**src/rtl/core/mbad_pkg.sv**
```systemverilog
// Package for the masked block average disparity block.
// Holds payload structs, register indexes, size limits and controller/datapath command types.
// No dependencies.
package mbad_pkg;

   localparam int MaxTileColumns = 4096;
   localparam int MaxTileSide    = 64;
   localparam int MaxImageSide   = 4096;
   localparam int ColBits        = 12;
   localparam int SumBits        = 28;
   localparam int CntBits        = 13;
   localparam int QuoBits        = 32;

   typedef enum logic [2:0] {
      REG_IMAGE_WIDTH   = 3'd0,
      REG_IMAGE_HEIGHT  = 3'd1,
      REG_BLOCK_WIDTH   = 3'd2,
      REG_BLOCK_HEIGHT  = 3'd3,
      REG_MIN_DISPARITY = 3'd4
   } reg_index_type;

   typedef struct packed {
      logic signed [15:0] raw_disparity;
      logic               frame_start;
   } req_word_type;

   typedef struct packed {
      logic [11:0]        tile_column;
      logic [11:0]        tile_row;
      logic signed [19:0] mean_disparity;
      logic               mean_valid;
      logic               frame_last;
   } rsp_word_type;

   // controller -> datapath
   typedef struct packed {
      logic load;       // capture request word
      logic rd;         // read accumulator of current column
      logic accum;      // update accumulator, advance positions
      logic div_start;  // start the divider
      logic div_step;   // one divider iteration
      logic emit;       // load the output register
   } dp_cmd_type;

   // datapath -> controller
   typedef struct packed {
      logic in_range;
      logic tile_done;
      logic div_done;
      logic clearing;   // accumulator memories being zeroed after reset
   } dp_status_type;

endpackage

```
**src/rtl/core/mbad_ctrl.sv**
```systemverilog
// Controller state machine for the masked block average disparity block.
// Depends on mbad_pkg.
module mbad_ctrl (
   input  logic                   clock,
   input  logic                   reset,
   input  logic                   req_valid,
   output logic                   req_ready,
   input  logic                   rsp_busy,
   output mbad_pkg::dp_cmd_type   cmd,
   input  mbad_pkg::dp_status_type status
);

   typedef enum logic [2:0] {
      ST_IDLE, ST_READ, ST_ACCUM, ST_DIV, ST_EMIT
   } state_type;

   state_type state_ff, state_in;

   always_comb begin
      state_in  = state_ff;
      cmd       = '0;
      req_ready = 1'b0;
      unique case (state_ff)
         ST_IDLE: begin
            req_ready = !status.clearing;
            if (req_valid && !status.clearing) begin
               cmd.load = 1'b1;
               state_in = ST_READ;
            end
         end
         ST_READ: begin
            cmd.rd   = 1'b1;
            state_in = ST_ACCUM;
         end
         ST_ACCUM: begin
            cmd.accum = 1'b1;
            if (status.in_range && status.tile_done) begin
               cmd.div_start = 1'b1;
               state_in = ST_DIV;
            end else begin
               state_in = ST_IDLE;
            end
         end
         ST_DIV: begin
            cmd.div_step = 1'b1;
            if (status.div_done) state_in = ST_EMIT;
         end
         ST_EMIT: begin
            if (!rsp_busy) begin
               cmd.emit = 1'b1;
               state_in = ST_IDLE;
            end
         end
         default: state_in = ST_IDLE;
      endcase
   end

   always_ff @(posedge clock) begin
      if (reset) state_ff <= ST_IDLE;
      else       state_ff <= state_in;
   end

endmodule

```
**config.mk**
```make
export PLATFORM = sky130hd
export DESIGN_NAME = mbad_ctrl
export DESIGN_NICKNAME = d
export VERILOG_FILES = /design/src/rtl/core/mbad_pkg.sv /design/src/rtl/core/mbad_ctrl.sv
export SDC_FILE = /design/constraint.sdc
export NUM_CORES = 1
export LEC_CHECK = 0
export BUFFER_PORTS_ARGS = -buffer_cell sky130_fd_sc_hd__buf_2
export CAP_MARGIN = 20
export CELL_PAD_IN_SITES_DETAIL_PLACEMENT = 0
export CELL_PAD_IN_SITES_GLOBAL_PLACEMENT = 1
export CORE_AREA = 2 2 39 41
export DETAILED_ROUTE_END_ITERATION = 12
export DIE_AREA = 0 0 41 43
export GPL_ROUTABILITY_DRIVEN = 0
export GPL_TIMING_DRIVEN = 0
export MAX_ROUTING_LAYER = met4
export PLACE_DENSITY_LB_ADDON = 0.1
export SYNTH_ARGS = -nofsm -noshare
export SYNTH_HDL_FRONTEND = slang
export SYNTH_SLANG_ARGS = --single-unit
```
**constraint.sdc**
```tcl
create_clock -name clock -period 1.7 [get_ports clock]
set_clock_uncertainty 0.1 [all_clocks]
set_input_delay 0.17 -clock clock [delete_from_list [all_inputs] [get_ports clock]]
set_output_delay 0.17 -clock clock [all_outputs]
set_load 0.1 [all_outputs]
```
==> results.yml <==
clocking:
  clk_path_buf_depth: 2
  insertion_delay_ns: 0.24
  clock_sinks: 3
  cts.htree.levels: 1
  tritoncts: "built"
  cts_buffers: 3
  cts_root_buffer: "clkbuf_4"
  cts.clk_slew.worst_paths_ns: 0.04
worst_setup_path:
  endpoint_kind: "primary output"
  critPathMaxFanout: 10
  crit_type: "flop to primary output"
  timing.rr.end: "state_ff[2]"
  regToRegStartpoint: "state_ff[2]"
  required_ns: 1.43
  cp-start-kind: "flop"
  rrSetupSlack_ns: 0.39
  reg2reg_depth: 4
  arrival_ns: 1.35
grt:
  grtUsageTotal_pct: 8.63
  grt_pass1_vias: 223
  grt_max_degree: 11
  grt_overflow_total: 0
  grt_first_pass_wirelength_um: 993
  antenna_found_initial: 0
die:
  coreArea_mm2: 0.00138
  die_area_mm2: 0.00176
  top_level_ports: 15
  rows: 14
  die_h_um: 43
  start_util_pct: 17.5
  die_w_um: 41
yosys:
  ys_types: 19
  synthCells: 30
  ys.warnings.count: 0
  synth.net_count: 38
  ys_seq_area_share_pct: 24.9
  synth-seq-cells: 3
  avgSynthCellArea_um2: 8.05
  syn_area_um2: 241
route:
  viasPerCell: 4.48
  drc: 0
  drt_iter0_markers: 4
  vias: 287
  routedWlPerCell_um: 10.5
  firstDrtPassIters: 4
  ant_nets: 0
  wl_um: 671
pwr:
  comb_power_share_pct: 54.2
  power_frac_seq_pct: 17.9
  p_leak_nw: 0.193
  power_mw: 0.472
  p_int_mw: 0.245
  p_sw_mw: 0.227
  p_clk_share_pct: 27.9
  p_sw_share_pct: 48.1
  powerDensity_mw_per_mm2: 1110
  ir_drop_uv: 387
run_status:
  outcome: "complete, no violations"
timing:
  hold_violations: 0
  slew_viol_final: 0
  fin_crit_ns: 1.62
  holdWs_ns: 0.0283
  grt_setup_unrepaired: "false"
  fin_crit_sh_pct: 95.3
  tightest_slew_ns: 0.486
  fmax_ghz: 0.617
  setup_violations: 0
  slew-limit-headroom_pct: 67.8
  tns_ns: 0
cells_and_area:
  reg_top3: "state_ff x3"
  syn2layout_area_growth_pct: 76.7
  fill_cells: 166
  top_register: "state_ff"
  drive_gt1_share_pct: 56.3
  final_net_count: 57
  diodes: 0
  largest_reg_flops: 3
min_path:
  hold_class: "primary input to flop"
  min_delay_path_depth: 2
  hold_path_end: "state_ff[1]"
  worstHoldStart: "reset"
job:
  cap_violations: 0
placed_design:
  io_buffer_count: 14
cells in the final DEF, fill, tap and decap left out:
cell type and n:
clkbuf_1 1, nor2_1 2, buf_8 1, nor4_4 1
dfxtp_1 3, a221oi_1 1, a32oi_1 2, nor2b_1 2
buf_2 8, buf_4 5, nor3b_4 1, and3_4 1
nor3_2 1, nand2b_1 2, nand2_1 2, o31ai_1 1
and3b_1 1, nor3_1 2, nor3b_2 1, and2_4 1
clkbuf_4 5, nor4_1 1, buf_6 2, or3b_1 1
metrics by stage:
| step | worst slack, ns | utilization [%] | instance area [µm²] | instances |
|---|---|---|---|---|
| finish | 0.0799 | 30.8 | 427 | 64 |
| global route | 0.00742 | 30.8 | 427 | 64 |
| CTS | -0.0161 | 29.7 | 412 | 64 |
| detailed placement | 0.0748 | 26.9 | 372 | 60 |
| global placement | 0.0661 | 26.9 | 372 | 60 |
| floorplan | -0.602 | - | 282 | 30 |
layer usage:
layer	global-route usage (%)	vias to the layer above	wire, µm
li1	-	145	-
met1	12.8	122	321
met2	10.0	20	277
met3	4.71	0	72
met4	2.00	0	0
met5	-	-	0
power groups by stage:
stage                     clock (mW)  combinational, mW  sequential (mW)
final                          0.132              0.256           0.0844
after global routing           0.144              0.270           0.0857
after global placement             0              0.244           0.0854
after floorplan                    0              0.208           0.0846
after CTS                      0.138              0.249           0.0842
after detailed placement           0              0.245           0.0852
how the worst max path moves through the flow:
stage | from | slack [ns] | depth (start not counted) | to
finish | state_ff[1] | 0.08 | 4 | cmd[2]
global route | state_ff[0] | 0.007 | 4 | cmd[5]
CTS | state_ff[1] | -0.02 | 4 | cmd[2]
detailed placement | state_ff[1] | 0.07 | 4 | cmd[2]
global placement | state_ff[1] | 0.07 | 4 | cmd[2]
floorplan | state_ff[2] | -0.60 | 3 | cmd[5]
Yosys cell counts, drive strengths merged:
master / number / area, µm²
nor4: 2 / 18.8
and3: 1 / 6.26
and3b: 1 / 8.76
nor2b: 2 / 12.5
a32oi: 2 / 17.5
nor2: 2 / 7.51
or3b: 1 / 8.76
nor3b: 2 / 15.0
nand2: 2 / 7.51
and2: 1 / 6.26
nor3: 3 / 15.0
o31ai: 1 / 7.51
nand2b: 2 / 12.5
a221oi: 1 / 8.76
dfxtp: 3 / 60.1
buf: 4 / 28.8
area by class of cell:
class / count / area [µm²] / area share, %
repair buffers: 14 / 96.3 / 22.6
flip-flops and latches: 3 / 60.1 / 14.1
clock buffers: 4 / 26.3 / 6.16
multi-input cells: 23 / 190 / 44.6
well taps: 16 / 20.0 / 4.69
plain buffers: 4 / 33.8 / 7.92
timing repair:
item,in CTS,in global routing
pin swaps,0,0
hold buffers,0,0
buffers inserted,0,0
setup endpoints to repair,4,4
gates resized for setup,5,6
logic make-up after synthesis:
group           share of synthesized area, %
buf+inv                                 11.9
simple gates                            49.2
flops                                   24.9
compound gates                          14.0
critical path, stage by stage (launching register included):
cell	delay, ns
dfxtp_1	0.32
buf_4	0.18
nor3b_4	0.21
and3_4	0.21
buf_8	0.19
(Power assumes the default switching activity.)
